--- config.mk ---
export PLATFORM = sky130hd
export DESIGN_NAME = evi_blend
export DESIGN_NICKNAME = d
export VERILOG_FILES = /design/src/rtl/evi_pkg.sv /design/src/rtl/evi_blend.sv
export SDC_FILE = /design/constraint.sdc
export NUM_CORES = 2
export LEC_CHECK = 0
export ABC_AREA = 1
export ABC_CLOCK_PERIOD_IN_PS = 8500
export BUFFER_PORTS_ARGS = -buffer_cell sky130_fd_sc_hd__clkbuf_2
export CORE_MARGIN = 3
export CORE_UTILIZATION = 31
export CTS_CLUSTER_SIZE = 30
export DETAILED_ROUTE_END_ITERATION = 6
export REMOVE_ABC_BUFFERS = 1
export SLEW_MARGIN = 5
export SYNTH_ARGS = -nofsm -noshare
export SYNTH_HDL_FRONTEND = slang
export SYNTH_SLANG_ARGS = --single-unit
--- constraint.sdc ---
create_clock -name clk -period 8.5 [get_ports clk]
set_clock_uncertainty 0.2 [all_clocks]
set_input_delay 0.85 -clock clk [delete_from_list [all_inputs] [get_ports clk]]
set_output_delay 0.85 -clock clk [all_outputs]
set_load 0.02 [all_outputs]
--- src/rtl/evi_pkg.sv ---
package evi_pkg;

  localparam int FRAC_BITS   = 16;
  localparam int VALUE_WIDTH = 32;
  localparam int ELAPSED_W   = 32;
  localparam int DUR_W       = 24;
  localparam int MODE_W      = 3;

  // quotient bits resolved per divider stage
  localparam int DIV_BITS_PER_STAGE = 2;
  localparam int DIV_STAGES         = FRAC_BITS / DIV_BITS_PER_STAGE;

  // signed working width of the easing datapath (covers -4 up to just under +4 in Q.F)
  localparam int X_W = FRAC_BITS + 3;

  localparam logic [X_W-1:0] ONE_Q = X_W'(64'd1 << FRAC_BITS);
  localparam logic [X_W-1:0] BACK_C1 =
    X_W'((64'd170158 * (64'd1 << FRAC_BITS) + 64'd50000) / 64'd100000);
  localparam logic [X_W-1:0] BACK_C3 =
    X_W'((64'd270158 * (64'd1 << FRAC_BITS) + 64'd50000) / 64'd100000);

  typedef enum logic [MODE_W-1:0] {
    EASE_LINEAR       = 3'd0,
    EASE_OUT_QUAD     = 3'd1,
    EASE_IN_OUT_CUBIC = 3'd2,
    EASE_OUT_CUBIC    = 3'd3,
    EASE_IN_CUBIC     = 3'd4,
    EASE_OUT_BACK     = 3'd5,
    EASE_IN_BACK      = 3'd6,
    EASE_LINEAR_ALT   = 3'd7
  } ease_mode_t;

  // fields that ride along with an item through the pipe
  typedef struct packed {
    ease_mode_t                    mode;
    logic signed [VALUE_WIDTH-1:0] origin;
    logic signed [VALUE_WIDTH-1:0] target;
    logic                          finished;
  } evi_side_t;

endpackage

--- src/rtl/evi_blend.sv ---
module evi_blend
  import evi_pkg::*;
(
  input  logic                          clk,
  input  logic                          rst_n,
  input  logic                          en,
  input  logic                          e_valid,
  input  logic signed [X_W-1:0]         e,
  input  evi_side_t                     e_side,
  output logic                          out_valid,
  output logic signed [VALUE_WIDTH-1:0] value,
  output logic                          finished
);

  localparam int D_W   = VALUE_WIDTH + 1;
  localparam int DH_W  = D_W - FRAC_BITS;
  localparam int M_W   = DH_W + X_W + 1;
  localparam int SUM_W = M_W + 2;
  localparam logic signed [SUM_W-1:0] VMAX = SUM_W'((64'd1 << (VALUE_WIDTH-1)) - 64'd1);
  localparam logic signed [SUM_W-1:0] VMIN = -VMAX - SUM_W'(1);

  logic signed [D_W-1:0]   diff;
  logic signed [DH_W-1:0]  dh;
  logic signed [FRAC_BITS:0] dl;
  logic signed [SUM_W-1:0] sum;

  logic                          v1_r;
  logic signed [M_W-1:0]         hi_r, lo_r;
  logic signed [VALUE_WIDTH-1:0] st_r;
  logic                          fin1_r;

  logic                          v2_r;
  logic signed [VALUE_WIDTH-1:0] val_r;
  logic                          fin2_r;

  // diff*e split into high and low parts so both products stay narrow
  assign diff = D_W'(e_side.target) - D_W'(e_side.origin);
  assign dh   = DH_W'(diff >>> FRAC_BITS);
  assign dl   = $signed({1'b0, diff[FRAC_BITS-1:0]});

  assign sum = SUM_W'(st_r) + SUM_W'(hi_r) + SUM_W'(lo_r >>> FRAC_BITS);

  always_ff @(posedge clk) begin
    if (!rst_n) begin
      v1_r <= 1'b0;
      v2_r <= 1'b0;
    end else if (en) begin
      v1_r <= e_valid;
      v2_r <= v1_r;
    end
  end

  always_ff @(posedge clk) begin
    if (en) begin
      hi_r   <= M_W'(dh) * M_W'(e);
      lo_r   <= M_W'(dl) * M_W'(e);
      st_r   <= e_side.origin;
      fin1_r <= e_side.finished;
      if (sum > VMAX) begin
        val_r <= VMAX[VALUE_WIDTH-1:0];
      end else if (sum < VMIN) begin
        val_r <= VMIN[VALUE_WIDTH-1:0];
      end else begin
        val_r <= sum[VALUE_WIDTH-1:0];
      end
      fin2_r <= fin1_r;
    end
  end

  assign out_valid = v2_r;
  assign value     = val_r;
  assign finished  = fin2_r;

endmodule

# Yosys cells after proc, flatten, opt, wreduce, memory -nomap -nowiden
# Cells that the tools add are included.
# Widths: inputs -> output; s select.
[classes]
add_sub_neg = 3
n_mul = 2
magnitude_cmp = 2
mux = 1
[ops]
columns = ["operator", "n"]
rows = [
  ["$mul 17x19->36", 2],
  ["$gt 39x32->1 const B", 1],
  ["$lt 39x32->1 const B", 1],
  ["$add 37x20->38", 1],
  ["$add 32x36->37", 1],
  ["$sub 32x32->33", 1],
  ["$mux 32", 1],
]
[totals]
ff_bits = 140
input_bits = 91
elab_cells = 16

# Depth between registers and ports, before layout
[depth]
depth_word = 4
ltp_mapped = 39
mapped_depth_nobuf = 39

# Worst setup path after synthesis
# Ideal clock, no wire load.
[synth_timing]
path_type = "input to register"
start = "input port e_side[1] in the netlist's numbering"
end = "register hi_r[30], data pin"
setup_ps = 252
arrival_ps = 7274
t_required_ps = 8048
path_slack_ps = 774
stages = 37
cell_sequence = "inv_1 > ha_1 > fa_1 > o21ai_1 > nand2_1 > nand2_2 > inv_1 > o21ai_2 > nand3_1 > nand3_1 > a21o_1 > or2_1 > buf_4 > buf_4 > nand3_1 > fa_1 > inv_1 > fa_1 > inv_1 > fa_1 > inv_1 > fa_1 > fa_1 > inv_1 > fa_1 > inv_1 > ha_1 > nand2_1 > nor2_1 > nor3b_1 > a21oi_1 > o21ai_1 > nand2_1 > o21ai_1 > nand2_1 > nand3_1 > nand2_1"
[synth_via]
elab_chain_len = 2
[synth_lines]
columns = ["element", "line", "text"]
rows = [
  ["from (decl)", "evi_blend.sv:9", "input evi_side_t e_side,"],
  ["$sub 32x32->33", "evi_blend.sv:37", "assign diff = D_W'(e_side.target) - D_W'(e_side.origin);"],
  ["$mul 17x19->36", "evi_blend.sv:55", "hi_r <= M_W'(dh) * M_W'(e);"],
  ["to (signal assigned)", "evi_blend.sv:55", ""],
  ["to (decl)", "evi_blend.sv:28", "logic signed [M_W-1:0] hi_r, lo_r;"],
]
# Every way passes these cells.
# A chain may end at the register's enable or synchronous reset.

# Worst setup path after layout
# Ends and elaborated chain as after synthesis.

==> metrics <==
maximum number of pins on one net before global-route repair=75; largest delay contributor family on the critical path=adder cells; part of the Yosys area used for sequential elements=0.113; number of top-level pins=between 100 and 150; Synth Instances=a little under 4000; number of violations reported at the end of detailed-routing iteration 0=~1800; worst-path cell with the longest stage delay=fa_1; headroom to the max-slew limit=0.314; clk_lat worst skew=between 0.4 and 0.5 ns; Cell Area, Placed=36900 um2; number of antenna diodes=0; delay contributed by the slowest stage of the critical path=~0.57 ns; cell seen most often among critical-path stages=fa_1; Buffers on Ports=approximately 120; classification of the worst-slack hold path=register to register; clock-pin slew reported for the worst setup and hold paths after clock tree synthesis=approximately 0.06 ns; postcts setup bufs=0; count of final max-slew check failures=0; Fill cells=between 10000 and 15000; count of flip-flops with a built-in enable after synthesis=between 100 and 150; remaining global-route overflow=0; per-cell routed wire length=about 19 um; GRT Util Overall=0.194; syn avg cell area=approximately 8.4 um2; Die Height=~330 um; worst-path fanout max=5; Detailed Place HPWL=89800 um; layout cells sized above 1=0.121; DRC viols=0; CTS Sinks=124; overall routed net length=roughly 100000 um; horizontal die dimension=331 um; Cell variety after synth=54; area growth from synthesis to final layout=15.0%; CTS root buf=clkbuf_16; post-route worst hold slack=between 0.2 and 0.25 ns; Max clock buf depth=3; fin crit share=0.945; starting density of the core=0.314; Die Outline Area=between 100000 and 150000 um2; max-cap viol count=0; post-detailed-route via-to-cell ratio=roughly 4.8; multi-input logic area=between 20000 and 25000 um2; number of instances resized during post-cts repair=0; result of the run=completed; achievable frequency=about 120 MHz; vias after detailed routing=around 27000; area of all placed cells without fillers=37600 um2; remaining number of nets flagged by the antenna check after routing=0; startpoint-to-endpoint class of the critical path=input port to register; vias in the first global route=28400; unrepaired setup endpoints after global routing=false; total negative slack=0 ns; required time worst endpoint=8.55 ns; number of endpoints with negative hold slack in the final report=0; async set or reset register ratio after synthesis=0; Syn. warnings=0; crit path time final=roughly 8 ns; routability-driven placement congestion ratio=0.941; critical path capture point type=register; CTS tree=done; most used flip-flop cell after synthesis=edfxtp_1; Startpoint Class=input port; Core Box Area=between 100000 and 150000 um2; number of register bits inferred by synthesis=around 120; transition time at the pin with the least slew margin=1.03 ns; antenna violations before repair=0; TritonCTS Buffers=25; number of nets in the layout=roughly 5200; hold bufs inserted after CTS=0; detailed-routing iteration count for the pre-antenna-repair pass=5; Cell Area, Synth=approximately 33000 um2; area used by sequential logic in the layout=roughly 3700 um2; setup violators final=0; number of H-tree branching levels=4; final core utilization=0.361; arrival time of the worst setup path=8.09 ns; worst path bufs/invs=7; # rows=~120; global-route wire length before repair=about 160000 um
-- state kept, by name (all words and copies together), names as in the netlist --
signal	count
st_r	32
finished	1
v1_r	1
out_valid	1
value	32
lo_r	20
fin1_r	1
hi_r	36
-- final timing paths --
kind | from | to | slack (ns) | depth (start not counted)
setup / recovery | e_side[1] | hi_r[30] | 0.47 | 34
setup reg to reg | lo_r[35] | value[23] | 3.76 | 14
hold reg to reg | fin1_r | finished | 0.22 | 0
hold / removal | fin1_r | finished | 0.22 | 0
-- per-layer routing --
| layer | part of all wire | track usage | vias to the layer above |
|---|---|---|---|
| li1 | - | - | 12300 |
| met1 | 0.42 | 0.259 | 13100 |
| met2 | 0.46 | 0.319 | 1060 |
| met3 | 0.071 | 0.0257 | 200 |
| met4 | 0.045 | 0.0778 | 0 |
| met5 | 0 | 0 | - |
-- cell families after synthesis --
logic type,count (synthesis),share of synthesized area
buf+inv,1042,0.123
flops,124,0.113
xor+xnor,101,0.0281
fa+ha+maj,915,0.504
simple gates,1416,0.179
compound gates,283,0.0523
-- cells in the mapped netlist (4+ instances only) --
cell type / count / share of area
a31oi_1: 10 / 0.0019
o21bai_1: 24 / 0.0055
a21o_1: 20 / 0.0046
xor2_1: 62 / 0.017
o21a_1: 4 / 0.00092
o21ai_0: 56 / 0.0086
o211ai_1: 4 / 0.00092
buf_6: 5 / 0.0017
nor4_1: 9 / 0.0017
a21oi_2: 4 / 0.0011
a221oi_1: 6 / 0.0016
a21boi_0: 9 / 0.0021
nand2_2: 14 / 0.0027
nor2_1: 408 / 0.047
nor2_2: 17 / 0.0033
fa_1: 669 / 0.41
buf_4: 9 / 0.0021
o21ai_2: 4 / 0.0011
buf_2: 21 / 0.0032
nand3_1: 213 / 0.033
nor3_1: 20 / 0.0031
clkinv_1: 5 / 0.00057
inv_2: 8 / 0.00092
xnor2_1: 36 / 0.0097
a21oi_1: 123 / 0.019
nand4_1: 11 / 0.0021
o21ai_1: 9 / 0.0014
nand2_1: 690 / 0.079
ha_1: 246 / 0.094
inv_1: 923 / 0.11
edfxtp_1: 122 / 0.11
clkbuf_1: 69 / 0.0079
or2_2: 14 / 0.0027
nand3b_1: 5 / 0.0011
-- through the flow --
stage	instances	worst slack, ns
6_report	5598	0.468
5_1_grt	5598	0.0271
4_1_cts	5598	0.475
3_5_place_dp	5566	-0.0347
3_3_place_gp	5566	0.0376
2_1_floorplan	3775	0.724
-- layout by cell type (no fill, tap or decap), types with 10 or more instances in the layout --
cell type	netlist	final
clkbuf_16	0	25
xor2_1	62	62
inv_1	923	923
buf_12	0	19
nor3_1	20	20
a31oi_1	10	10
fa_1	669	669
nand4_1	11	11
nor2_2	17	17
edfxtp_1	122	122
a21oi_1	123	123
xnor2_1	36	36
nand3_1	213	213
nor2_1	408	408
nand2_1	690	690
nand2_2	14	14
clkbuf_2	0	120
o21bai_1	24	24
a21o_1	20	20
or2_2	14	14
o21ai_0	56	56
buf_4	9	272
ha_1	246	246
-- cell type report --
type / count / area share
Clock buffer: 28 / 0.0170
Clock inverter: 4 / 0.000500
Inverter: 936 / 0.0935
Multi-Input combinational cell: 2715 / 0.664
Sequential cell: 124 / 0.0986
Tap cell: 1380 / 0.0460
Timing Repair Buffer: 411 / 0.0805
Power is not shown: default switching activity piles up to over one toggle a cycle in this logic, so the estimate is an artifact.
