`src/rtl/evi_pkg.sv`:
```
package evi_pkg;

  localparam int FRAC_BITS   = 16;
  localparam int VALUE_WIDTH = 32;
  localparam int ELAPSED_W   = 32;
  localparam int DUR_W       = 24;
  localparam int MODE_W      = 3;

  // quotient bits resolved per divider stage
  localparam int DIV_BITS_PER_STAGE = 2;
  localparam int DIV_STAGES         = FRAC_BITS / DIV_BITS_PER_STAGE;

  // signed working width of the easing datapath (covers -4 up to just under +4 in Q.F)
  localparam int X_W = FRAC_BITS + 3;

  localparam logic [X_W-1:0] ONE_Q = X_W'(64'd1 << FRAC_BITS);
  localparam logic [X_W-1:0] BACK_C1 =
    X_W'((64'd170158 * (64'd1 << FRAC_BITS) + 64'd50000) / 64'd100000);
  localparam logic [X_W-1:0] BACK_C3 =
    X_W'((64'd270158 * (64'd1 << FRAC_BITS) + 64'd50000) / 64'd100000);

  typedef enum logic [MODE_W-1:0] {
    EASE_LINEAR       = 3'd0,
    EASE_OUT_QUAD     = 3'd1,
    EASE_IN_OUT_CUBIC = 3'd2,
    EASE_OUT_CUBIC    = 3'd3,
    EASE_IN_CUBIC     = 3'd4,
    EASE_OUT_BACK     = 3'd5,
    EASE_IN_BACK      = 3'd6,
    EASE_LINEAR_ALT   = 3'd7
  } ease_mode_t;

  // fields that ride along with an item through the pipe
  typedef struct packed {
    ease_mode_t                    mode;
    logic signed [VALUE_WIDTH-1:0] origin;
    logic signed [VALUE_WIDTH-1:0] target;
    logic                          finished;
  } evi_side_t;

endpackage

```
`src/rtl/evi_div.sv`:
```
module evi_div
  import evi_pkg::*;
(
  input  logic                 clk,
  input  logic                 rst_n,
  input  logic                 en,
  input  logic                 in_valid,
  input  logic [ELAPSED_W-1:0] elapsed,
  input  logic [DUR_W-1:0]     duration,
  input  evi_side_t            in_side,
  output logic                 t_valid,
  output logic [FRAC_BITS:0]   t,
  output evi_side_t            t_side
);

  logic                 vld_r  [DIV_STAGES];
  logic [DUR_W-1:0]     rem_r  [DIV_STAGES];
  logic [DUR_W-1:0]     den_r  [DIV_STAGES];
  logic [FRAC_BITS-1:0] quo_r  [DIV_STAGES];
  evi_side_t            side_r [DIV_STAGES];

  for (genvar s = 0; s < DIV_STAGES; s++) begin : g_stage
    logic                 vin;
    logic [DUR_W-1:0]     rin;
    logic [DUR_W-1:0]     din;
    logic [FRAC_BITS-1:0] qin;
    evi_side_t            sin;
    logic [DUR_W-1:0]     rem_nxt;
    logic [FRAC_BITS-1:0] quo_nxt;

    if (s == 0) begin : g_first
      // elapsed < duration whenever not finished, so it fits the remainder
      assign vin = in_valid;
      assign rin = in_side.finished ? '0 : elapsed[DUR_W-1:0];
      assign din = duration;
      assign qin = '0;
      assign sin = in_side;
    end else begin : g_next
      assign vin = vld_r[s-1];
      assign rin = rem_r[s-1];
      assign din = den_r[s-1];
      assign qin = quo_r[s-1];
      assign sin = side_r[s-1];
    end

    // restoring division, two quotient bits per stage
    always_comb begin
      logic [DUR_W:0]       r;
      logic [FRAC_BITS-1:0] q;
      r = {1'b0, rin};
      q = qin;
      for (int i = 0; i < DIV_BITS_PER_STAGE; i++) begin
        r = {r[DUR_W-1:0], 1'b0};
        if (r >= {1'b0, din}) begin
          r = r - {1'b0, din};
          q = {q[FRAC_BITS-2:0], 1'b1};
        end else begin
          q = {q[FRAC_BITS-2:0], 1'b0};
        end
      end
      rem_nxt = r[DUR_W-1:0];
      quo_nxt = q;
    end

    always_ff @(posedge clk) begin
      if (!rst_n) begin
        vld_r[s] <= 1'b0;
      end else if (en) begin
        vld_r[s] <= vin;
      end
    end

    always_ff @(posedge clk) begin
      if (en) begin
        rem_r[s]  <= rem_nxt;
        den_r[s]  <= din;
        quo_r[s]  <= quo_nxt;
        side_r[s] <= sin;
      end
    end
  end

  assign t_valid = vld_r[DIV_STAGES-1];
  assign t_side  = side_r[DIV_STAGES-1];
  assign t = side_r[DIV_STAGES-1].finished ? ONE_Q[FRAC_BITS:0]
                                          : {1'b0, quo_r[DIV_STAGES-1]};

`ifndef NO_ASSERTIONS
  a_t_range: assert property (@(posedge clk) disable iff (!rst_n)
    t_valid |-> t <= ONE_Q[FRAC_BITS:0])
    else $error("progress above one");
`endif

endmodule

```
`config.mk`:
```
export PLATFORM = sky130hd
export DESIGN_NAME = evi_div
export DESIGN_NICKNAME = d
export VERILOG_FILES = /design/src/rtl/evi_pkg.sv /design/src/rtl/evi_div.sv
export SDC_FILE = /design/constraint.sdc
export NUM_CORES = 2
export LEC_CHECK = 0
export BUFFER_PORTS_ARGS = -buffer_cell sky130_fd_sc_hd__buf_2
export CAP_MARGIN = 10
export CORE_ASPECT_RATIO = 0.8
export CORE_UTILIZATION = 25
export DETAILED_ROUTE_END_ITERATION = 7
export GPL_TIMING_DRIVEN = 0
export PLACE_DENSITY = 0.41
export SLEW_MARGIN = 40
export SYNTH_ARGS = -nofsm -noshare
export SYNTH_HDL_FRONTEND = slang
export SYNTH_SLANG_ARGS = --single-unit
```
`constraint.sdc`:
```
create_clock -name clk -period 12.9 [get_ports clk]
set_input_delay 1.935 -clock clk [delete_from_list [all_inputs] [get_ports clk]]
set_output_delay 1.935 -clock clk [all_outputs]
set_load 0.02 [all_outputs]
```
Word level (Yosys, flattened, before mapping):

Memory sizes are Yosys's and may differ from the RTL's.
Index checks and enable logic that the tools add are counted.

* flip-flop bits (word level): 0
* logic and storage cells: 92
* output and inout port bits: 86
* memories: 5
* memory bits (writable): 1064
* bits of input ports: 128

Memories
* side_r: depth 8, bits a word 68, read ports 8, clocked after memory_dff 0, write ports 8, RTL line evi_div.sv:20 `evi_side_t side_r [DIV_STAGES];`
* den_r: depth 8, bits a word 24, read ports 7, clocked after memory_dff 0, write ports 8, RTL line evi_div.sv:18 `logic [DUR_W-1:0] den_r [DIV_STAGES];`
* rem_r: depth 8, bits a word 24, read ports 7, clocked after memory_dff 0, write ports 8, RTL line evi_div.sv:17 `logic [DUR_W-1:0] rem_r [DIV_STAGES];`
* quo_r: depth 8, bits a word 16, read ports 8, clocked after memory_dff 0, write ports 8, RTL line evi_div.sv:19 `logic [FRAC_BITS-1:0] quo_r [DIV_STAGES];`
* vld_r: depth 8, bits a word 1, read ports 8, clocked after memory_dff 0, write ports 8, RTL line evi_div.sv:16 `logic vld_r [DIV_STAGES];`

* order comparisons: 16
* bitwise gates (word level): 8
* multiplexer cells: 47
* add/subtract/negate cells: 16

Operator list (count)
* 24-bit two-way mux: 17
* 25-bit by 24-bit greater-or-equal comparator with 1-bit output: 16
* 24-bit subtractor: 16
* 1-bit two-way mux: 29
* 17-bit two-way mux: 1
* 1-bit bitwise OR: 8

Depth between registers and ports, before layout:

* depth in word-level cells: 5
* mapped depth: 27
* depth with buffers taken out: 24

Worst setup path before layout:

OpenSTA, ideal clock, no wires.

* path type: input -> register
* start: input port in_side[0] (netlist name)
* end: memory rem_r[0][10] (data pin)
* stages on the path: 26
* setup slack: 5.504 ns
* data arrival time: 7.136 ns
* cells stage by stage: clkbuf_1 -> nor2b_1 -> ha_1 -> nor2b_1 -> o21ai_1 -> o2111ai_1 -> and3_1 -> a221oi_4 -> a21oi_2 -> o31ai_4 -> buf_6 -> buf_4 -> nand2_1 -> o31ai_1 -> ha_1 -> a21o_1 -> a21oi_1 -> inv_1 -> a211o_1 -> a221o_1 -> a21oi_1 -> a21oi_1 -> o211ai_1 -> o211ai_4 -> buf_6 -> mux2_4

RTL lines
* start: declaration: RTL line evi_div.sv:10 `input evi_side_t in_side,`
* end: declaration: RTL line evi_div.sv:17

==> impl_results.md <==
- Status: completed
- Total track usage: 0.112
- Nets: ~5000
- Max stage delay on crit path: 0.51 ns
- Core box area: 203000 sq um
- Comb pwr share: 0.557
- Post-layout min period: 8.22 ns
- PwrDens: between 200 and 300 nW/um^2
- Initial Util: 0.252
- WHS Endpoint: side_r[0][228]$_DFFE_PP_
- Critical path class: primary input to flip-flop
- Total internal power: about 11000 uW
- Leak: between 0.02 and 0.025 uW
- Vias in the first global route: 31726
- Worst hold stages: 0
- # port buffers: a little over 200
- Worst EP arrival: around 8.7 ns
- DRT iter0 DRCs: around 1900
- H-tree lvl count: 3
- Vias per cell: about 4.4
- Post-Synthesis Cell Area: slightly above 50000 sq um
- Cell count after placement: between 6000 and 7000
- CTS resizes: 0
- Top FF cell, synth: edfxtp_1
- Layout area overhead: 16.5%
- Multi-input gate area: ~21000 sq um
- GP Congestion: 0.829
- Hold path start: side_r[0][160]$_DFFE_PP_
- Hold WC Path Type: flip-flop to flip-flop
- Sw Share: 0.389
- R2R cell count: 26
- Residual DRC: 0
- Grt total ovfl: 0
- Peak VDD IR: about 0.12 mV
- Top-area cell type share of the netlist area: 0.563
- Syn nets: between 4000 and 5000
- Slew Viols, Final: 0
- TritonCTS clock tree: built
- Hold-fix buffers, CTS: 0
- Filler instances: approximately 21000
- Worst path slowest cell: a221oi_4
- HPWL Detailed: 89.7 mm
- First-pass GRT wire length: approximately 180 mm
- Post-Route WL: between 100 and 150 mm
- Initial antenna violation count: 2
- Top cells by area, synth: edfxtp_1 (56%), ha_1 (9.1%), mux2_2 (5.1%)
- Seq cells post-synth: 960
- Clock skew: about 0.067 ns
- Worst-Skew Late Latency: roughly 0.75 ns
- Critical Path RT: 13.39 ns
- Reg2Reg Setup Slack: 4.97 ns
- CP endpoint kind: flip-flop
- Layout cells sized above 1: 0.157
- Unrepaired setup endpoints after global routing: no
- Endpoints failing hold: 0
- Die Area: 206000 sq um
- Yosys top cell by area: edfxtp_1
- FP Rows: approximately 150
- Dpl cell area: between 50000 and 60000 sq um
- Final instance area: ~60000 sq um
- DRT antenna net count: 0
- Fmax: about 0.12 GHz
- Die X: about 510 microns
- Slew headroom: 0.435
- Async set or reset register ratio after synthesis: 0
- R2r startpoint: den_r[5][4]$_DFFE_PP_
- Post-synth EDFFs: 959
- Crit path launch: in_side[0]
- Total CTS buffers: 110
- Worst path most repeated cell: a21oi_1
- Setup violators final: 0
- Non-Filler Instances: ~7200
- Vias: 31878
- Critical path fanouts, max: 10
- Fin crit share: 0.637
- Routed len/inst: 16.5 microns
- Avg Inst Size Synth: between 10 and 15 sq um
- YS warnings: 0
- Clk sinks: 960
- Clk pwr share: 0.182
- Initial DRT Pass Iterations: 5
- Chip Height: slightly above 400 microns
- Seq/Total Area, Yosys: 0.563
- Ports: roughly 210
- Worst reg2reg endpoint: rem_r[6][18]$_DFFE_PP_
- CTS clk-pin slew, worst paths: around 0.06 ns
- Post CTS Setup Buffer Count: 0
- Largest net degree at the start of global routing: 108
- P_sw: around 7000 uW
- Root Driver: clkbuf_16
- Total of max-cap violations: 0
- Crit start category: primary input
- Flip-flop and latch area: just under 30000 sq um
- Syn Inst Count: around 4100
- Yosys cell types: just under 90
- Sequential share of power: 0.261
- Clock buffer depth: 3
- Worst-Margin Slew: around 0.84 ns
## synth_stat cells (16+ instances only)
| cell type | number |
|---|---|
| or2_2 | 16 |
| nor2b_1 | 80 |
| nand2b_1 | 38 |
| mux2_2 | 230 |
| xnor2_1 | 202 |
| mux2_4 | 17 |
| a211oi_1 | 26 |
| ha_1 | 374 |
| a31oi_1 | 38 |
| o31ai_1 | 27 |
| xor2_1 | 93 |
| a21oi_1 | 307 |
| a21o_1 | 164 |
| nor2_1 | 240 |
| o21a_1 | 51 |
| o211ai_1 | 19 |
| or3_1 | 18 |
| nand4_1 | 57 |
| inv_1 | 280 |
| buf_2 | 17 |
| nand2_1 | 157 |
| edfxtp_1 | 959 |
| o21bai_1 | 45 |
| clkbuf_1 | 43 |
| and2_1 | 28 |
| nand3_1 | 57 |
| and3_1 | 36 |
| nor3_1 | 47 |
| o21ai_0 | 147 |
## layer usage
metal,vias up,global-route usage,share of wire
met4,2,0.0423,0.036
met1,15119,0.145,0.47
li1,16013,-,-
met3,218,0.0214,0.032
met5,-,0,0.00011
met2,526,0.185,0.46
## kinds of logic after synthesis
group / share of synthesized area
AO/OA/AOI/OAI: 0.127
buffers and inverters: 0.0276
multiplexers: 0.0568
XOR/XNOR: 0.0508
AND/OR/NAND/NOR: 0.0793
adder cells (fa/ha/maj): 0.0950
flip-flops: 0.563
## power by group through the flow
stage	Combinational, uW	Clock [uW]	Sequential, uW
floorplan	7630	0	4570
detailed placement	9800	0	4690
CTS	9920	3390	4620
finish	9830	3210	4620
global placement	9830	0	4790
global route	10900	3490	4670
## layout make-up
| class | instances | area share |
|---|---|---|
| sequential | 960 | 0.484 |
| multi-input combinational | 2738 | 0.352 |
| tap | 2700 | 0.0567 |
| clock buffer | 139 | 0.0482 |
| timing repair buffer | 215 | 0.0221 |
| inverter | 283 | 0.0178 |
| clock inverter | 64 | 0.0141 |
| buffer | 75 | 0.00584 |
| antenna | 2 | 0.0000840 |
## worst max path at each step
| stage | slack (ns) | end |
|---|---|---|
| after floorplan | 5.50 | rem_r[0][10]$_DFFE_PP_ |
| after global placement | -6.69 | vld_r[0][0]$_DFFE_PP_ |
| after detailed placement | 3.82 | rem_r[0][15]$_DFFE_PP_ |
| after CTS | 4.66 | rem_r[0][15]$_DFFE_PP_ |
| after global routing | 4.27 | rem_r[0][15]$_DFFE_PP_ |
| final | 4.68 | rem_r[0][17]$_DFFE_PP_ |
## registers in the layout, summed over array words and instances, names as in the netlist
name / flops
side_r: 544
den_r: 168
rem_r: 168
quo_r: 72
vld_r: 8
## cell usage in the layout, fill, tap and decap left out, types with 71 or more instances in the layout
cell,synthesis,layout
nand2_1,157,157
clkbuf_1,43,71
xor2_1,93,93
clkbuf_16,0,110
inv_1,280,280
ha_1,374,374
a21o_1,164,164
mux2_2,230,230
buf_2,17,221
o21ai_0,147,147
xnor2_1,202,202
a21oi_1,307,307
nor2_1,240,240
edfxtp_1,959,959
nor2b_1,80,80
## critical path: cells and delay by family
family	cells	cell delay (ns)
and+or+nand+nor	4	0.65
buffers and inverters	6	1.46
adders and majority gates	2	0.68
AOI/OAI and AO/OA	14	3.63
muxes	1	0.30
## per-stage QoR
| stage | util | TNS (ns) | power, uW | worst slack, ns | hold WS, ns |
|---|---|---|---|---|---|
| final | 0.293 | 0 | 17700 | 4.68 | 0.387 |
| after global routing | 0.293 | 0 | 19100 | 4.27 | 0.388 |
| after CTS | 0.293 | 0 | 17900 | 4.66 | 0.374 |
| after detailed placement | 0.275 | 0 | 14500 | 3.82 | 0.405 |
| after global placement | 0.273 | -5611.66 | 14600 | -6.69 | 0.400 |
| after floorplan | - | 0 | 12200 | 5.50 | 0.400 |
No activity file was read; power rests on OpenSTA's default activity.
