<file path="src/rtl/evi_pkg.sv">
package evi_pkg;

  localparam int FRAC_BITS   = 16;
  localparam int VALUE_WIDTH = 32;
  localparam int ELAPSED_W   = 32;
  localparam int DUR_W       = 24;
  localparam int MODE_W      = 3;

  // quotient bits resolved per divider stage
  localparam int DIV_BITS_PER_STAGE = 2;
  localparam int DIV_STAGES         = FRAC_BITS / DIV_BITS_PER_STAGE;

  // signed working width of the easing datapath (covers -4 up to just under +4 in Q.F)
  localparam int X_W = FRAC_BITS + 3;

  localparam logic [X_W-1:0] ONE_Q = X_W'(64'd1 << FRAC_BITS);
  localparam logic [X_W-1:0] BACK_C1 =
    X_W'((64'd170158 * (64'd1 << FRAC_BITS) + 64'd50000) / 64'd100000);
  localparam logic [X_W-1:0] BACK_C3 =
    X_W'((64'd270158 * (64'd1 << FRAC_BITS) + 64'd50000) / 64'd100000);

  typedef enum logic [MODE_W-1:0] {
    EASE_LINEAR       = 3'd0,
    EASE_OUT_QUAD     = 3'd1,
    EASE_IN_OUT_CUBIC = 3'd2,
    EASE_OUT_CUBIC    = 3'd3,
    EASE_IN_CUBIC     = 3'd4,
    EASE_OUT_BACK     = 3'd5,
    EASE_IN_BACK      = 3'd6,
    EASE_LINEAR_ALT   = 3'd7
  } ease_mode_t;

  // fields that ride along with an item through the pipe
  typedef struct packed {
    ease_mode_t                    mode;
    logic signed [VALUE_WIDTH-1:0] origin;
    logic signed [VALUE_WIDTH-1:0] target;
    logic                          finished;
  } evi_side_t;

endpackage

</file>
<file path="src/rtl/evi_ease.sv">
module evi_ease
  import evi_pkg::*;
(
  input  logic                  clk,
  input  logic                  rst_n,
  input  logic                  en,
  input  logic                  t_valid,
  input  logic [FRAC_BITS:0]    t,
  input  evi_side_t             t_side,
  output logic                  e_valid,
  output logic signed [X_W-1:0] e,
  output evi_side_t             e_side
);

  localparam int P_W = 2 * X_W;

  logic signed [X_W-1:0] tq;
  logic signed [X_W-1:0] a_nxt, b_nxt;
  logic signed [P_W-1:0] prod1, prod2, prod3, prod1c;
  logic signed [X_W-1:0] e_nxt;

  // stage 1
  logic                  v1_r;
  logic signed [X_W-1:0] p1_r, x1_r, t1_r;
  logic                  lo1_r;
  evi_side_t             s1_r;
  // stage 2
  logic                  v2_r;
  logic signed [X_W-1:0] p2_r, c2_r, t2_r;
  logic                  lo2_r;
  evi_side_t             s2_r;
  // stage 3
  logic                  v3_r;
  logic signed [X_W-1:0] p3_r, c3_r, t3_r, m1_r, m3_r;
  logic                  lo3_r;
  evi_side_t             s3_r;
  // stage 4
  logic                  v4_r;
  logic signed [X_W-1:0] e4_r;
  evi_side_t             s4_r;

  assign tq = $signed({{(X_W-FRAC_BITS-1){1'b0}}, t});

  // operand select for the first product
  always_comb begin
    a_nxt = tq;
    b_nxt = tq;
    case (t_side.mode)
      EASE_OUT_QUAD: begin
        b_nxt = (ONE_Q <<< 1) - tq;
      end
      EASE_IN_OUT_CUBIC: begin
        if (tq >= (ONE_Q >>> 1)) begin
          a_nxt = (tq <<< 1) - (ONE_Q <<< 1);
          b_nxt = a_nxt;
        end
      end
      EASE_OUT_CUBIC, EASE_OUT_BACK: begin
        a_nxt = tq - ONE_Q;
        b_nxt = a_nxt;
      end
      default: begin
        a_nxt = tq;
        b_nxt = tq;
      end
    endcase
  end

  assign prod1  = (P_W'(a_nxt) * P_W'(b_nxt)) >>> FRAC_BITS;
  assign prod2  = (P_W'(p1_r) * P_W'(x1_r)) >>> FRAC_BITS;
  assign prod3  = (P_W'($signed(BACK_C3)) * P_W'(c2_r)) >>> FRAC_BITS;
  assign prod1c = (P_W'($signed(BACK_C1)) * P_W'(p2_r)) >>> FRAC_BITS;

  // upper half of in-out-cubic needs a signed floor halving of a negative cube
  always_comb begin
    case (s3_r.mode)
      EASE_OUT_QUAD:     e_nxt = p3_r;
      EASE_IN_OUT_CUBIC: e_nxt = lo3_r ? (c3_r <<< 2) : ((c3_r >>> 1) + $signed(ONE_Q));
      EASE_OUT_CUBIC:    e_nxt = c3_r + ONE_Q;
      EASE_IN_CUBIC:     e_nxt = c3_r;
      EASE_OUT_BACK:     e_nxt = ONE_Q + m3_r + m1_r;
      EASE_IN_BACK:      e_nxt = m3_r - m1_r;
      default:           e_nxt = t3_r;
    endcase
  end

  always_ff @(posedge clk) begin
    if (!rst_n) begin
      v1_r <= 1'b0;
      v2_r <= 1'b0;
      v3_r <= 1'b0;
      v4_r <= 1'b0;
    end else if (en) begin
      v1_r <= t_valid;
      v2_r <= v1_r;
      v3_r <= v2_r;
      v4_r <= v3_r;
    end
  end

  always_ff @(posedge clk) begin
    if (en) begin
      p1_r  <= prod1[X_W-1:0];
      x1_r  <= a_nxt;
      t1_r  <= tq;
      lo1_r <= (tq < (ONE_Q >>> 1));
      s1_r  <= t_side;

      p2_r  <= p1_r;
      c2_r  <= prod2[X_W-1:0];
      t2_r  <= t1_r;
      lo2_r <= lo1_r;
      s2_r  <= s1_r;

      p3_r  <= p2_r;
      c3_r  <= c2_r;
      m3_r  <= prod3[X_W-1:0];
      m1_r  <= prod1c[X_W-1:0];
      t3_r  <= t2_r;
      lo3_r <= lo2_r;
      s3_r  <= s2_r;

      e4_r  <= e_nxt;
      s4_r  <= s3_r;
    end
  end

  assign e_valid = v4_r;
  assign e       = e4_r;
  assign e_side  = s4_r;

`ifndef NO_ASSERTIONS
  a_e_bounds: assert property (@(posedge clk) disable iff (!rst_n)
    e_valid |-> (e > -$signed(ONE_Q >>> 1)) && (e < $signed(ONE_Q <<< 1)))
    else $error("eased weight out of range");
  a_lin_pass: assert property (@(posedge clk) disable iff (!rst_n)
    v3_r && (s3_r.mode == EASE_LINEAR || s3_r.mode == EASE_LINEAR_ALT) && en
    |=> e4_r == $past(t3_r))
    else $error("linear weight differs from progress");
`endif

endmodule

</file>
<file path="config.mk">
export PLATFORM = sky130hd
export DESIGN_NAME = evi_ease
export DESIGN_NICKNAME = d
export VERILOG_FILES = /design/src/rtl/evi_pkg.sv /design/src/rtl/evi_ease.sv
export SDC_FILE = /design/constraint.sdc
export NUM_CORES = 2
export LEC_CHECK = 0
export ABC_CLOCK_PERIOD_IN_PS = 10900
export BUFFER_PORTS_ARGS = -buffer_cell sky130_fd_sc_hd__buf_2
export CORE_ASPECT_RATIO = 1.4
export CORE_UTILIZATION = 30
export DETAILED_ROUTE_END_ITERATION = 8
export SYNTH_ARGS = -nofsm -noshare
export SYNTH_HDL_FRONTEND = slang
export SYNTH_SLANG_ARGS = --single-unit
</file>
<file path="constraint.sdc">
create_clock -name clk -period 10.9 [get_ports clk]
set_input_delay 1.09 -clock clk [delete_from_list [all_inputs] [get_ports clk]]
set_output_delay 1.09 -clock clk [all_outputs]
set_load 0.01 [all_outputs]
</file>
Word level (Yosys, flattened, before mapping)
Cells that the tools add are included.

word-level totals
  register bits = 501
  output and inout port bits = 88
  input port bits = 89
  logic and storage cells = 65

operators by class
  magnitude comparators = 2
  eq/ne operators = 10
  reductions and logical operators = 1
  add/subtract/negate cells = 8
  multiplexer cells = 5
  multiply operators = 4

operator list
  kind                      count
  $pmux W19 S6              1
  $mul A19 B19 Y35          2
  $pmux W19 S3              1
  $mux W19                  2
  $pmux W19 S2              1
  $mul A18 B19 Y35 const A  1
  $mul A19 B19 Y35 const A  1
  $add A17 B19 Y19 const A  1
  $add A18 B18 Y19 const B  1
  $add A19 B17 Y19 const B  1
  $add A19 B19 Y19          1
  $sub A18 B17 Y19 const A  1
  $sub A18 B18 Y19 const B  1
  $sub A19 B19 Y19          1
  $sub A17 B17 Y18 const B  1
  $ge A17 B16 Y1 const B    1
  $lt A17 B16 Y1 const B    1
  $eq A3 B2 Y1 const B      4
  $eq A3 B3 Y1 const B      4
  $eq A3 B1 Y1 const B      2
  $reduce_or A2 Y1          1

Depth between registers and ports, before layout
  word-level depth = 4
  mapped depth = 33
  mapped depth without buffers = 31

Worst setup path after synthesis
OpenSTA, ideal clock, no wires.

  path kind = input-to-reg
  start = input port t_side[65] (netlist name)
  end = register p1_r[12] (data pin)
  path buffers = 3
  setup slack = 1.901 ns
  setup time = 0.266 ns
  arrival = 8.733 ns
  stages on the path = 31
  required time = 10.634 ns
  cells stage by stage = buf_2 -> clkinv_1 -> nand2b_1 -> nor2_1 -> clkbuf_1 -> a22o_1 -> o32ai_1 -> clkbuf_1 -> nor2_1 -> fa_1 -> fa_1 -> inv_1 -> fa_1 -> inv_1 -> fa_1 -> inv_1 -> fa_1 -> inv_1 -> fa_1 -> ha_1 -> ha_1 -> o21a_1 -> and4_1 -> a221o_1 -> a22oi_1 -> a31o_2 -> a21o_1 -> a31oi_2 -> o41ai_2 -> a21boi_0 -> xor2_1

on the way
  cells in the longest elaborated chain, start to end = 4
  elaborated cells between the ends (all ways) = 8
  classes of those cells = 1 x mul; 4 x eq/ne; 2 x mux; 1 x reduce/logical

ends and longest elaborated chain
  what                                          line             RTL
  start: declaration                            evi_ease.sv:9    input evi_side_t t_side,
  $eq A3 B2 Y1 or $eq A3 B3 Y1 (tied branches)  evi_ease.sv:48   case (t_side.mode)
  $reduce_or A2 Y1                              evi_ease.sv:48
  $pmux W19 S3 or $pmux W19 S2 (tied branches)  evi_ease.sv:48
  $mul A19 B19 Y35 (*)                          evi_ease.sv:69   assign prod1 = (P_W'(a_nxt) * P_W'(b_nxt)) >>> FRAC_BITS;
  via prod1[12]                                 evi_ease.sv:19   logic signed [P_W-1:0] prod1, prod2, prod3, prod1c;
  end signal: assignment                        evi_ease.sv:103  p1_r <= prod1[X_W-1:0];
  end: declaration                              evi_ease.sv:24   logic signed [X_W-1:0] p1_r, x1_r, t1_r;

The timed path passes the listed nets; every way through them passes the cells marked *.
A chain may end at the register's enable or synchronous reset.

Worst setup path in the final report
  start = input port t_side[66] (netlist name)
  end = register p1_r[12] (data pin)

Same word-level chain as after synthesis.

==> results.yml <==
grt:
  antenna_found_initial: 8
  grt_usage: 0.145
  use_met1: 0.175
  overflow: 0
  use_met3: 0.0173
  grt_first_pass_wirelength_um: 210000
  grt_pass1_vias: 38100
  grt_use_met2: 0.264
  grt_max_degree: 195
  top_usage_layer: "met2"
route:
  num_vias: 34600
  drtIter0Drc: 2195
  drt-total-wl_um: 132000
  viasPerCell: 4.54
  drtAntennaViolNets: 0
  drc_errors: 0
  first_pass_iters: 7
  wire_per_inst_um: 17.4
clocking:
  cts_num_sinks: 500
  cts_resized: 0
  htreeDepth: 2
  post_cts_buffers: 0
  root_buffer: "clkbuf_16"
  ctsLongestPathBuffers: 3
  numCtsBuffers: 54
  clkTransAtPathRegs_ns: 0.06
  cts.hold.buffers_added: 0
  clk_latency_ns: 0.62
  cts_tree: "done"
timing:
  setup_violations: 0
  fin_setup_tns_ns: 0
  worst_pin_slew_ns: 1.09
  setup_ws_ns: 1.57
  finalMaxSlewViolations: 0
  hold_viol_final: 0
  fin_crit_sh: 0.856
  rsz0062_at_grt: "false"
  fin_crit_ns: 9.33
  max_slew_margin: 0.273
  final.setup_skew_ns: 0.0234
  max_freq_mhz: 107
synthesis:
  synthArstFlopShare: 0
  synth_top_area_share: 0.352
  ys_top_cells_by_count: "inv_1, fa_1, ha_1"
  yosysMostFrequentCell: "inv_1"
  yosys_warnings: 0
  ys_ff_latch: 500
  ys.flop_type: "edfxtp_1"
  syn_area_um2: 55400
  yosysTopAreaCell: "fa_1"
  ys_seq_area_frac: 0.270
  syn_avg_cell_area_um2: 11.1
  ys_types: 79
  synth_edf_count: 496
  synthCells: 5000
  synth_nets: 6617
  yosys-top-cells-area: "fa_1, edfxtp_1, ha_1, inv_1, nand2_1"
critical_path:
  cp-endpoint: "p1_r[12]"
  crit_required_ns: 11.24
  worstPathMaxFanout: 23
  worst-setup-path-type: "in2reg"
  reg2reg_depth: 22
  r2r_end: "c2_r[17]"
  r2r_slack_ns: 2.88
  critPathCaptureType: "register"
  start_kind: "primary input"
  cp.arrival_ns: 9.67
  critPathLaunch: "t_side[66]"
  worstReg2RegStart: "p1_r[9]"
floorplan:
  dieArea_um2: 186000
  ios: 177
  die_w_um: 365
  fp-row-count: 186
  die_h_um: 510
  initial_core_util: 0.302
  coreArea_um2: 183000
placement:
  gp_congestion: 0.898
  dp_hpwl_um: 110000
  post-place-ws_ns: 0.983
  io_buffers: 176
  dp_cells: 7524
layout:
  final_cells: 7623
  num-nets-final: 6753
  syn2layout_area_growth_pct: 10.0
  layout-drive-gt1-share: 0.0659
  nFillCells: 18500
min_path:
  min_from: "s2_r[32]"
  min_path_type: "reg2reg"
run:
  cap_violations: 0
status:
  status: "finished, final reports clean"
[area by class of cell]
cell class | count | area, um2 | share of cell area
diodes | 1 | 2.50 | 0.0000411
clock buffers | 65 | 1410 | 0.0232
clock inverters | 33 | 349 | 0.00573
repair buffers | 226 | 1280 | 0.0210
inverters | 1224 | 4590 | 0.0754
multi-input cells | 3130 | 35200 | 0.579
flip-flops and latches | 500 | 15000 | 0.246
well taps | 2444 | 3060 | 0.0502
[stage by stage]
stage	hold slack, ns	util	cell area (um2)
finish	0.408	0.332	60900
global route	0.417	0.332	60900
floorplan	0.400	-	55400
global placement	0.401	0.323	59200
detailed placement	0.405	0.323	59200
CTS	0.413	0.332	60900
[critical path: stages]
cell	delay (ns)
buf_2	0.34
nand2b_1	0.18
nand2b_1	0.31
nor2_1	0.62
a22o_1	0.27
a22oi_1	0.09
o21a_1	0.37
buf_4	0.27
nand2b_1	0.17
fa_1	0.52
fa_1	0.47
fa_1	0.51
fa_1	0.54
inv_1	0.05
fa_1	0.50
fa_1	0.42
ha_1	0.30
ha_1	0.30
a21o_1	0.18
a21o_1	0.17
a21o_1	0.19
a22oi_1	0.24
a31o_2	0.22
a21o_1	0.27
a31oi_2	0.16
o41ai_2	0.53
a21boi_0	0.20
xor2_1	0.17
[sequential cells by signal, summed over array words and instances, names as in the netlist, 17 cells and up]
register / flops
c2_r: 19
c3_r: 19
e: 19
e_side: 68
m1_r: 19
m3_r: 19
p1_r: 19
p2_r: 19
p3_r: 19
s1_r: 68
s2_r: 68
s3_r: 68
t1_r: 17
t2_r: 17
t3_r: 17
x1_r: 18
[cell families (layout without fill, tap and decap cells)]
group / count (synthesis) / after routing / share of synthesized area
AOI/OAI and AO/OA: 405 / 405 / 0.0482
xor gates and xnor gates: 135 / 135 / 0.0214
adders and majority gates: 1528 / 1528 / 0.477
buffers and inverters: 1370 / 1548 / 0.0932
DFF: 500 / 500 / 0.270
muxes: 20 / 20 / 0.00375
other: 0 / 1 / 0
and+or+nand+nor: 1042 / 1042 / 0.0857
[layout by cell type (no fill, tap or decap), types with 15 or more instances in the layout]
master,n
buf_2,175
a21oi_1,119
nor3_1,37
and2_1,138
a31oi_1,18
o221ai_1,15
nand2b_1,61
o21ai_0,71
xor2_1,38
a21o_1,42
clkinv_1,17
clkbuf_16,55
fa_1,973
nand2_1,422
inv_1,1214
nor2b_1,26
ha_1,555
buf_4,49
nor2_1,278
edfxtp_1,496
xnor2_1,97
o21a_1,18
nand3_1,16
[routing by layer]
metal  part of all wire  wire length (um)
met1               0.41             54300
met2               0.51             67800
met3              0.046              6070
met4              0.032              4230
met5            0.00062                82
[worst min path at each step]
stage                       endpoint  slack (ns)  depth (start not counted)
final                       s3_r[32]        0.41                          0
after global routing        s3_r[43]        0.42                          0
after CTS                   s3_r[32]        0.41                          0
after detailed placement  e_side[17]        0.40                          0
after global placement      s2_r[61]        0.40                          0
after floorplan            e_side[0]        0.40                          0
Power is not shown: default switching activity piles up to over one toggle a cycle in this logic, so the estimate is an artifact.
